**src/hdl/bscd_pkg.sv**
```systemverilog
package bscd_pkg;

  // bus opcodes
  localparam logic [7:0] OP_AA = 8'hAA;
  localparam logic [7:0] OP_AB = 8'hAB;
  localparam logic [7:0] OP_AC = 8'hAC;
  localparam logic [7:0] OP_AD = 8'hAD;
  localparam logic [7:0] OP_AE = 8'hAE;
  localparam logic [7:0] OP_AF = 8'hAF;
  localparam logic [7:0] OP_SAMPLE_OFF = 8'hBA;
  localparam logic [7:0] OP_SAMPLE_ON  = 8'hBB;
  localparam logic [7:0] OP_BC = 8'hBC;
  localparam logic [7:0] OP_BD = 8'hBD;
  localparam logic [7:0] OP_BE = 8'hBE;
  localparam logic [7:0] OP_BIAS_CAL = 8'hBF;

  // command codes on the result port
  localparam logic [3:0] CMD_NONE       = 4'd0;
  localparam logic [3:0] CMD_AA         = 4'd1;
  localparam logic [3:0] CMD_AB         = 4'd2;
  localparam logic [3:0] CMD_AC         = 4'd3;
  localparam logic [3:0] CMD_AD         = 4'd4;
  localparam logic [3:0] CMD_AE         = 4'd5;
  localparam logic [3:0] CMD_AF         = 4'd6;
  localparam logic [3:0] CMD_SAMPLE_OFF = 4'd7;
  localparam logic [3:0] CMD_SAMPLE_ON  = 4'd8;
  localparam logic [3:0] CMD_BC         = 4'd9;
  localparam logic [3:0] CMD_BD         = 4'd10;
  localparam logic [3:0] CMD_BE         = 4'd11;
  localparam logic [3:0] CMD_BIAS_CAL   = 4'd12;

  // raw action codes of an input item
  localparam logic [2:0] ACTION_RX      = 3'd0;
  localparam logic [2:0] ACTION_READ    = 3'd1;
  localparam logic [2:0] ACTION_STOP    = 3'd2;
  localparam logic [2:0] ACTION_TIMEOUT = 3'd3;
  localparam logic [2:0] ACTION_LOAD    = 3'd4;

  // entries of the front-to-back queue
  localparam int QUEUE_DEPTH = 2;

  // receive entries that decode ever looks at: opcode and two bias bytes
  localparam int RX_KEEP = 3;

  typedef enum logic [2:0] {
    KIND_RX,
    KIND_READ,
    KIND_CLEAR,
    KIND_LOAD,
    KIND_NOP
  } kind_t;

  typedef struct packed {
    logic [2:0] action;
    logic [7:0] data_byte;
    logic       burst_end;
    logic [3:0] load_index;
  } bscd_in_t;

  typedef struct packed {
    logic [3:0]  command;
    logic [15:0] bias_target;
    logic        sample_enable;
    logic [7:0]  read_data;
    logic        rx_overflow;
  } bscd_out_t;

  // classified item passed from front to back
  typedef struct packed {
    kind_t      kind;
    logic [7:0] data_byte;
    logic       burst_end;
    logic [3:0] load_index;
    logic       load_ok;
  } cls_item_t;

  function automatic logic [3:0] opcode_cmd(input logic [7:0] op);
    logic [3:0] cmd;
    unique case (op)
      OP_AA:         cmd = CMD_AA;
      OP_AB:         cmd = CMD_AB;
      OP_AC:         cmd = CMD_AC;
      OP_AD:         cmd = CMD_AD;
      OP_AE:         cmd = CMD_AE;
      OP_AF:         cmd = CMD_AF;
      OP_SAMPLE_OFF: cmd = CMD_SAMPLE_OFF;
      OP_SAMPLE_ON:  cmd = CMD_SAMPLE_ON;
      OP_BC:         cmd = CMD_BC;
      OP_BD:         cmd = CMD_BD;
      OP_BE:         cmd = CMD_BE;
      OP_BIAS_CAL:   cmd = CMD_BIAS_CAL;
      default:       cmd = CMD_NONE;
    endcase
    return cmd;
  endfunction

endpackage

```
**src/hdl/bus_slave_command_decoder.sv**
```systemverilog
// Slave-side command engine of a two-wire bus. Each input item is one bus
// event (received byte, read request, stop, timeout, or a firmware load into
// the transmit store) and yields exactly one result item, in order. Throughput
// is one item per clock while the result side does not stall: the execution
// stage retires one event per cycle, updating the receive count, the first
// three receive bytes, the transmit pointer and the sampling flag, and issuing
// at most one access to the transmit store RAM. An accepted item is written
// into the two-entry front queue, and is taken from it and registered into
// the result register once that register is free or being popped. The front
// queue absorbs stalls on the result side; full rises once both entries are
// held.
module bus_slave_command_decoder
  import bscd_pkg::*;
#(
  parameter int RX_DEPTH = 8,
  parameter int TX_DEPTH = 16
) (
  input  logic      clk,
  input  logic      rst_n,
  input  logic      in_push,
  output logic      in_full,
  input  bscd_in_t  in_data,
  output logic      out_empty,
  input  logic      out_pop,
  output bscd_out_t out_data
);

  logic      q_push;
  cls_item_t q_item;
  logic      q_full;
  logic      q_pop;
  logic      q_valid;
  cls_item_t q_head;

  bscd_front #(
    .TX_DEPTH (TX_DEPTH)
  ) u_front (
    .in_push (in_push),
    .in_data (in_data),
    .in_full (in_full),
    .q_full  (q_full),
    .q_push  (q_push),
    .q_item  (q_item)
  );

  bscd_queue u_queue (
    .clk       (clk),
    .rst_n     (rst_n),
    .push      (q_push),
    .push_item (q_item),
    .full      (q_full),
    .pop       (q_pop),
    .valid     (q_valid),
    .head      (q_head)
  );

  bscd_back #(
    .RX_DEPTH (RX_DEPTH),
    .TX_DEPTH (TX_DEPTH)
  ) u_back (
    .clk       (clk),
    .rst_n     (rst_n),
    .q_valid   (q_valid),
    .q_head    (q_head),
    .q_pop     (q_pop),
    .out_empty (out_empty),
    .out_pop   (out_pop),
    .out_data  (out_data)
  );

endmodule

```
**src/hdl/bscd_ram.sv**
```systemverilog
module bscd_ram #(
  parameter int WIDTH = 8,
  parameter int DEPTH = 16,
  localparam int AW = (DEPTH > 1) ? $clog2(DEPTH) : 1
) (
  input  logic             clk,
  input  logic             we,
  input  logic [AW-1:0]    waddr,
  input  logic [WIDTH-1:0] wdata,
  input  logic             re,
  input  logic [AW-1:0]    raddr,
  output logic [WIDTH-1:0] rdata
);

  logic [WIDTH-1:0] mem_r [DEPTH];
  logic [WIDTH-1:0] rdata_r;

  always_ff @(posedge clk) begin
    if (we) begin
      mem_r[waddr] <= wdata;
    end
    if (re) begin
      rdata_r <= mem_r[raddr];
    end
  end

  assign rdata = rdata_r;

endmodule

```
**src/hdl/bscd_front.sv**
```systemverilog
module bscd_front
  import bscd_pkg::*;
#(
  parameter int TX_DEPTH = 16
) (
  input  logic      in_push,
  input  bscd_in_t  in_data,
  output logic      in_full,
  input  logic      q_full,
  output logic      q_push,
  output cls_item_t q_item
);

  localparam logic [4:0] TX_LIMIT = (TX_DEPTH > 16) ? 5'd16 : 5'(TX_DEPTH);

  kind_t kind;

  always_comb begin
    unique case (in_data.action) inside
      ACTION_RX:      kind = KIND_RX;
      ACTION_READ:    kind = KIND_READ;
      ACTION_STOP,
      ACTION_TIMEOUT: kind = KIND_CLEAR;
      ACTION_LOAD:    kind = KIND_LOAD;
      default:        kind = KIND_NOP;
    endcase
  end

  assign q_item.kind       = kind;
  assign q_item.data_byte  = in_data.data_byte;
  assign q_item.burst_end  = in_data.burst_end;
  assign q_item.load_index = in_data.load_index;
  // loads beyond the transmit store are dropped
  assign q_item.load_ok    = ({1'b0, in_data.load_index} < TX_LIMIT);

  assign in_full = q_full;
  assign q_push  = in_push && !q_full;

endmodule

```
**src/hdl/bscd_queue.sv**
```systemverilog
module bscd_queue
  import bscd_pkg::*;
(
  input  logic      clk,
  input  logic      rst_n,
  input  logic      push,
  input  cls_item_t push_item,
  output logic      full,
  input  logic      pop,
  output logic      valid,
  output cls_item_t head
);

  localparam int QW = (QUEUE_DEPTH > 1) ? $clog2(QUEUE_DEPTH) : 1;
  localparam int CW = $clog2(QUEUE_DEPTH + 1);
  localparam logic [QW-1:0] LAST = QW'(QUEUE_DEPTH - 1);
  localparam logic [CW-1:0] FULL_CNT = CW'(QUEUE_DEPTH);

  cls_item_t     mem_r [QUEUE_DEPTH];
  logic [QW-1:0] wr_ptr_r, wr_ptr_nxt;
  logic [QW-1:0] rd_ptr_r, rd_ptr_nxt;
  logic [CW-1:0] cnt_r, cnt_nxt;
  logic          do_pop;

  assign full   = (cnt_r == FULL_CNT);
  assign valid  = (cnt_r != '0);
  assign head   = mem_r[rd_ptr_r];
  assign do_pop = pop && valid;

  always_comb begin
    wr_ptr_nxt = wr_ptr_r;
    rd_ptr_nxt = rd_ptr_r;
    cnt_nxt    = cnt_r;
    if (push) begin
      wr_ptr_nxt = (wr_ptr_r == LAST) ? '0 : wr_ptr_r + 1'b1;
    end
    if (do_pop) begin
      rd_ptr_nxt = (rd_ptr_r == LAST) ? '0 : rd_ptr_r + 1'b1;
    end
    if (push && !do_pop) begin
      cnt_nxt = cnt_r + 1'b1;
    end else if (do_pop && !push) begin
      cnt_nxt = cnt_r - 1'b1;
    end
  end

  always_ff @(posedge clk) begin
    if (!rst_n) begin
      wr_ptr_r <= '0;
      rd_ptr_r <= '0;
      cnt_r    <= '0;
    end else begin
      wr_ptr_r <= wr_ptr_nxt;
      rd_ptr_r <= rd_ptr_nxt;
      cnt_r    <= cnt_nxt;
    end
  end

  always_ff @(posedge clk) begin
    if (push) begin
      mem_r[wr_ptr_r] <= push_item;
    end
  end

endmodule

```
**src/hdl/bscd_back.sv**
```systemverilog
module bscd_back
  import bscd_pkg::*;
#(
  parameter int RX_DEPTH = 8,
  parameter int TX_DEPTH = 16
) (
  input  logic      clk,
  input  logic      rst_n,
  input  logic      q_valid,
  input  cls_item_t q_head,
  output logic      q_pop,
  output logic      out_empty,
  input  logic      out_pop,
  output bscd_out_t out_data
);

  localparam int RCW = $clog2(RX_DEPTH + 1);
  localparam int TXW = (TX_DEPTH > 1) ? $clog2(TX_DEPTH) : 1;
  localparam logic [RCW-1:0] RX_FULL = RCW'(RX_DEPTH);
  localparam logic [RCW-1:0] RX_KEEP_CNT = RCW'(RX_KEEP);
  localparam logic [TXW-1:0] TX_LAST = TXW'(TX_DEPTH - 1);

  // only the first entries of the receive store are ever read back
  logic [7:0]     rx_r [RX_KEEP];
  logic [7:0]     rx_nxt [RX_KEEP];
  logic [RCW-1:0] cnt_r, cnt_nxt;
  logic [TXW-1:0] ptr_r, ptr_nxt;
  logic           samp_r, samp_nxt;
  logic           tx_vld_r [TX_DEPTH];

  logic           out_valid_r, out_valid_nxt;
  bscd_out_t      res_r, res_nxt;
  logic           rd_sel_r, rd_sel_nxt;

  logic           advance;
  logic           take;
  logic [3:0]     cmd;
  logic           ram_we;
  logic [TXW-1:0] ram_waddr;
  logic           ram_re;
  logic [7:0]     ram_rdata;

  assign advance = !out_valid_r || out_pop;
  assign take    = q_valid && advance;
  assign q_pop   = take;
  assign ram_waddr = TXW'(q_head.load_index);

  always_comb begin
    rx_nxt        = rx_r;
    cnt_nxt       = cnt_r;
    ptr_nxt       = ptr_r;
    samp_nxt      = samp_r;
    ram_we        = 1'b0;
    ram_re        = 1'b0;
    cmd           = CMD_NONE;
    res_nxt       = res_r;
    rd_sel_nxt    = rd_sel_r;
    out_valid_nxt = out_valid_r && !out_pop;

    if (take) begin
      res_nxt    = '0;
      rd_sel_nxt = 1'b0;
      case (q_head.kind)
        KIND_RX: begin
          if (cnt_r < RX_FULL) begin
            if (cnt_r < RX_KEEP_CNT) begin
              rx_nxt[cnt_r[1:0]] = q_head.data_byte;
            end
            cnt_nxt = cnt_r + 1'b1;
          end else begin
            cnt_nxt = '0;
            res_nxt.rx_overflow = 1'b1;
          end
          if (q_head.burst_end) begin
            cmd = opcode_cmd(rx_nxt[0]);
            res_nxt.command = cmd;
            if (cmd == CMD_BIAS_CAL) begin
              res_nxt.bias_target = {rx_nxt[1], rx_nxt[2]};
              cnt_nxt = '0;
            end else if (cmd == CMD_NONE) begin
              cnt_nxt = '0;
            end else if (cmd == CMD_SAMPLE_OFF) begin
              samp_nxt = 1'b0;
            end else if (cmd == CMD_SAMPLE_ON) begin
              samp_nxt = 1'b1;
            end
          end
        end
        KIND_READ: begin
          ram_re     = 1'b1;
          rd_sel_nxt = tx_vld_r[ptr_r];
          ptr_nxt    = (ptr_r == TX_LAST) ? '0 : ptr_r + 1'b1;
        end
        KIND_CLEAR: begin
          cnt_nxt = '0;
        end
        KIND_LOAD: begin
          ram_we = q_head.load_ok;
        end
        default: begin
        end
      endcase
      res_nxt.sample_enable = samp_nxt;
      out_valid_nxt = 1'b1;
    end
  end

  always_ff @(posedge clk) begin
    if (!rst_n) begin
      for (int i = 0; i < RX_KEEP; i++) begin
        rx_r[i] <= '0;
      end
      for (int i = 0; i < TX_DEPTH; i++) begin
        tx_vld_r[i] <= 1'b0;
      end
      cnt_r       <= '0;
      ptr_r       <= '0;
      samp_r      <= 1'b0;
      out_valid_r <= 1'b0;
    end else begin
      rx_r        <= rx_nxt;
      cnt_r       <= cnt_nxt;
      ptr_r       <= ptr_nxt;
      samp_r      <= samp_nxt;
      out_valid_r <= out_valid_nxt;
      if (ram_we) begin
        tx_vld_r[ram_waddr] <= 1'b1;
      end
    end
  end

  always_ff @(posedge clk) begin
    res_r    <= res_nxt;
    rd_sel_r <= rd_sel_nxt;
  end

  // transmit store; an entry never loaded reads as zero
  bscd_ram #(
    .WIDTH (8),
    .DEPTH (TX_DEPTH)
  ) u_tx_ram (
    .clk   (clk),
    .we    (ram_we),
    .waddr (ram_waddr),
    .wdata (q_head.data_byte),
    .re    (ram_re),
    .raddr (ptr_r),
    .rdata (ram_rdata)
  );

  always_comb begin
    out_data           = res_r;
    out_data.read_data = rd_sel_r ? ram_rdata : 8'h00;
  end

  assign out_empty = !out_valid_r;

endmodule
```
**config.mk**
```make
export PLATFORM = sky130hd
export DESIGN_NAME = bus_slave_command_decoder
export DESIGN_NICKNAME = d
export VERILOG_FILES = /design/src/hdl/bscd_pkg.sv /design/src/hdl/bus_slave_command_decoder.sv /design/src/hdl/bscd_ram.sv /design/src/hdl/bscd_front.sv /design/src/hdl/bscd_queue.sv /design/src/hdl/bscd_back.sv
export SDC_FILE = /design/constraint.sdc
export NUM_CORES = 1
export LEC_CHECK = 0
export ABC_CLOCK_PERIOD_IN_PS = 5300
export BUFFER_PORTS_ARGS = -buffer_cell sky130_fd_sc_hd__buf_2
export CAP_MARGIN = 20
export CORE_UTILIZATION = 46
export DETAILED_ROUTE_END_ITERATION = 8
export GPL_TIMING_DRIVEN = 0
export PLACE_DENSITY = 0.66
export SLEW_MARGIN = 40
export SYNTH_ARGS = -nofsm -noshare
export SYNTH_HDL_FRONTEND = slang
export SYNTH_HIERARCHICAL = 1
export SYNTH_SLANG_ARGS = --single-unit
```
**constraint.sdc**
```tcl
create_clock -name clk -period 5.3 [get_ports clk]
set_input_delay 0.795 -clock clk [delete_from_list [all_inputs] [get_ports clk]]
set_output_delay 0.795 -clock clk [all_outputs]
set_load 0.01 [all_outputs]
```
==> flow_metrics.tcl <==
set metrics [dict create \
    yosysUniqueCellTypes 60 \
    nets 817 \
    finalNonFillerCells 1091 \
    dp.cells 1043 \
    worstPathMaxFanout 10 \
    core_area_um2 22100 \
    synthSimpleGateAreaFrac 0.113 \
    dr.pass1.iters 5 \
    fin_crit_sh 0.613 \
    peakVddDrop_mv 0.266 \
    holdPathStages 1 \
    max_freq_mhz 308 \
    syn_area_um2 10500 \
    max_stage_delay_ps 610 \
    async_flop_share 0 \
    synthToLayoutAreaGrowth_pct 14.1 \
    cts_sinks 248 \
    post_drt_via_cell_ratio 5.69 \
    rr_worst_depth 7 \
    io_pins 52 \
    post-route-min-period_ps 3250 \
    seq_area_um2 6900 \
    wl_mm 21.8 \
    synth-compound-area-share 0.0754 \
    ys.warnings.count 6 \
    hold_violations 0 \
    cp-end-kind "flip-flop" \
    drive_gt1_frac 0.226 \
    avgSynthCellArea_um2 14.4 \
    drc 0 \
    worstMarginPinSlew_ps 873 \
    multiInputGateArea_um2 3290 \
    reg2reg_slack_ps 2050 \
    clk_pin_slew_ps 60 \
    grt_max_degree 26 \
    arrival_ps 3390 \
    fp.dieH_um 153 \
    synth_mux_area_frac 0.108 \
    synth-main-ff-cell "edfxtp_1" \
    crit_path_start_kind "flip-flop" \
    antenna_found_initial 0 \
    setup_tns_ps 0 \
    wl_per_cell_um 20.0 \
    cts_made_buffers 26 \
    path_cells "buf_4 -> buf_2 -> mux2_2 -> nand3_1 -> nor4b_2 -> or3b_2 -> nor2_1" \
    cts_tree "built" \
    worstSkewPairLatency_ps 520 \
    synth_nets 751 \
    postCtsSetupRepairBufs 0 \
    fp.dieArea_um2 23400 \
    first_iter_violations 509 \
    grt_use_total 0.190 \
    post_cts_resized 0 \
    slew_headroom 0.416 \
    ys_seq_elements 248 \
    dpl.hpwl_mm 14.1 \
    p_leak_nw 3.90 \
    min_path_type "in2reg" \
    synth_edf_count 193 \
    critPathSlowestCell "nor2_1" \
    whs_endpoint "u_queue/mem_r[0][5]" \
    synthAdderAreaFrac 0.00717 \
    grt_pass1_wl_mm 34.4 \
    place_congestion 0.841 \
    die_x_um 153 \
    vias 6206 \
    p_per_area_nw_per_um2 434 \
    postRouteAntennaNets 0 \
    syn_inst 725 \
    cts_max_path_buffers 3 \
    grt_pass1_vias 6317 \
    finalClockSkew_ps 11.4 \
    seq_area_frac_synth 0.659 \
    worstPathRequired_ps 5440 \
    synth_top_family_by_area "simple AND/OR/NAND/NOR gates" \
    rows 54 \
    setup_violations 0 \
    outcome "finished, final reports clean" \
    maxSlewViolCount 0 \
    r2r_end "u_back/u_tx_ram/mem_r[1][4]" \
    overflow 0 \
    htree_num_levels 1 \
    initial_core_util 0.474 \
    holdBufCountCts 0 \
    maxCapViolCount 0 \
    cts_root_buffer "clkbuf_16" \
    fin_ws_ps 2050 \
    pre_cts_ws_ps 1940 \
    crit_type "reg2reg" \
    antenna_cells 0 \
    fillCellCount 1758 \
    rsz0062_at_grt "false" \
    min_from "in_data[4]" \
    port_buffers 38 \
    synth_xor_area_frac 0.00418 \
]
==> layout make-up <==
cell class | count | area share
inverters | 7 | 0.00220
flip-flops and latches | 248 | 0.577
well taps | 280 | 0.0293
plain buffers | 50 | 0.0263
multi-input cells | 420 | 0.275
clock buffers | 34 | 0.0613
repair buffers | 38 | 0.0159
clock inverters | 14 | 0.0122
==> metal layers <==
metal	share of wire	GRT usage	up-vias
met3	0.048	0.0318	38
met1	0.43	0.246	3123
met4	0.024	0.0558	0
met5	0	0	-
met2	0.50	0.331	188
li1	-	-	2857
==> kinds of logic (layout without fill, tap and decap cells) <==
logic type      Yosys count  in the layout
mux                      59             59
xor+xnor                  5              5
flops                   248            248
fa+ha+maj                 6              6
simple gates            240            240
compound gates          109            109
buf+inv                  57            143
other cells               1              1
==> layout by cell type, fill, tap and decap left out, types with 5 or more instances in the layout <==
cell / netlist / layout
and2_1: 18 / 17
ha_1: 6 / 6
nor3_1: 16 / 12
a21oi_1: 12 / 12
o21ai_0: 8 / 8
nand2b_1: 9 / 9
mux4_1: 14 / 14
nor2_1: 39 / 30
mux2_2: 17 / 17
a21boi_0: 24 / 24
a31oi_1: 5 / 5
o21a_1: 18 / 18
clkbuf_1: 18 / 22
mux4_2: 23 / 23
edfxtp_1: 193 / 193
clkinv_2: 0 / 5
a22oi_1: 18 / 18
inv_1: 7 / 6
buf_4: 17 / 17
nand3_1: 30 / 30
clkbuf_16: 0 / 27
buf_2: 5 / 43
nand2_1: 85 / 85
a21oi_2: 10 / 10
nor2_2: 1 / 10
nor2b_1: 19 / 18
buf_6: 5 / 5
dfxtp_1: 55 / 55
==> how the worst max path moves through the flow <==
stage / startpoint / to / slack [ps] / cells past startpoint
after floorplan: flip-flop / u_back/u_tx_ram/mem_r[0][0] / 2250 / 7
after global placement: flip-flop / u_back/u_tx_ram/mem_r[0][1] / 1370 / 7
after detailed placement: flip-flop / u_back/u_tx_ram/mem_r[3][1] / 1940 / 7
after CTS: flip-flop / u_back/u_tx_ram/mem_r[3][4] / 1930 / 7
after global routing: flip-flop / u_back/u_tx_ram/mem_r[1][4] / 1790 / 7
final: flip-flop / u_back/u_tx_ram/mem_r[1][4] / 2050 / 7
==> stage by stage <==
step                      cell area (um^2)  hold WS (ps)   util  power [mW]
after floorplan                      10500           435      -        3.06
after global placement               11000           443  0.498        3.34
after detailed placement             11000           452  0.500        3.39
after CTS                            11900           442  0.540        5.23
after global routing                 11900           443  0.541        5.40
final                                11900           457  0.541        5.19
==> Yosys cell counts, types with 9 or more instances <==
master,n,share of area
o21a_1,18,0.013
dfxtp_1,55,0.11
a21oi_1,12,0.0057
clkbuf_1,18,0.0065
nor2b_1,19,0.011
nand2b_1,9,0.0054
and2_1,18,0.011
nand3_1,30,0.014
nor2_1,39,0.014
mux4_1,14,0.035
edfxtp_1,193,0.55
mux4_2,23,0.049
a21oi_2,10,0.0084
mux2_2,17,0.018
a22oi_1,18,0.013
nor3_1,16,0.0077
a21boi_0,24,0.017
buf_4,17,0.012
nand2_1,85,0.030
==> worst max-delay path, delay by kind of cell, from the launching register on <==
family	cells	cell delay [ps]
buf+inv	2	430
simple gates	4	1860
flops	1	310
mux	1	250
==> registers in the layout, indices dropped and copies added (netlist names), named ones only <==
register and flops:
u_queue/rd_ptr_r 1, u_queue/mem_r 34, u_back/out_valid_r 1, u_back/u_tx_ram/rdata 8, u_queue/cnt_r 2, u_queue/wr_ptr_r 1
u_back/ptr_r 4, u_back/out_data 22, u_back/cnt_r 4, u_back/u_tx_ram/mem_r 128, u_back/rd_sel_r 1, u_back/tx_vld_r 16
u_back/samp_r 1, u_back/rx_r 24
==> power by group <==
part,internal (mW),switching [mW],total [mW]
clock,1.11,0.718,1.83
combinational,0.315,0.634,0.950
sequential,2.35,0.0531,2.41
total,3.78,1.41,5.19
Note: power is estimated with default switching activity, not from simulation.
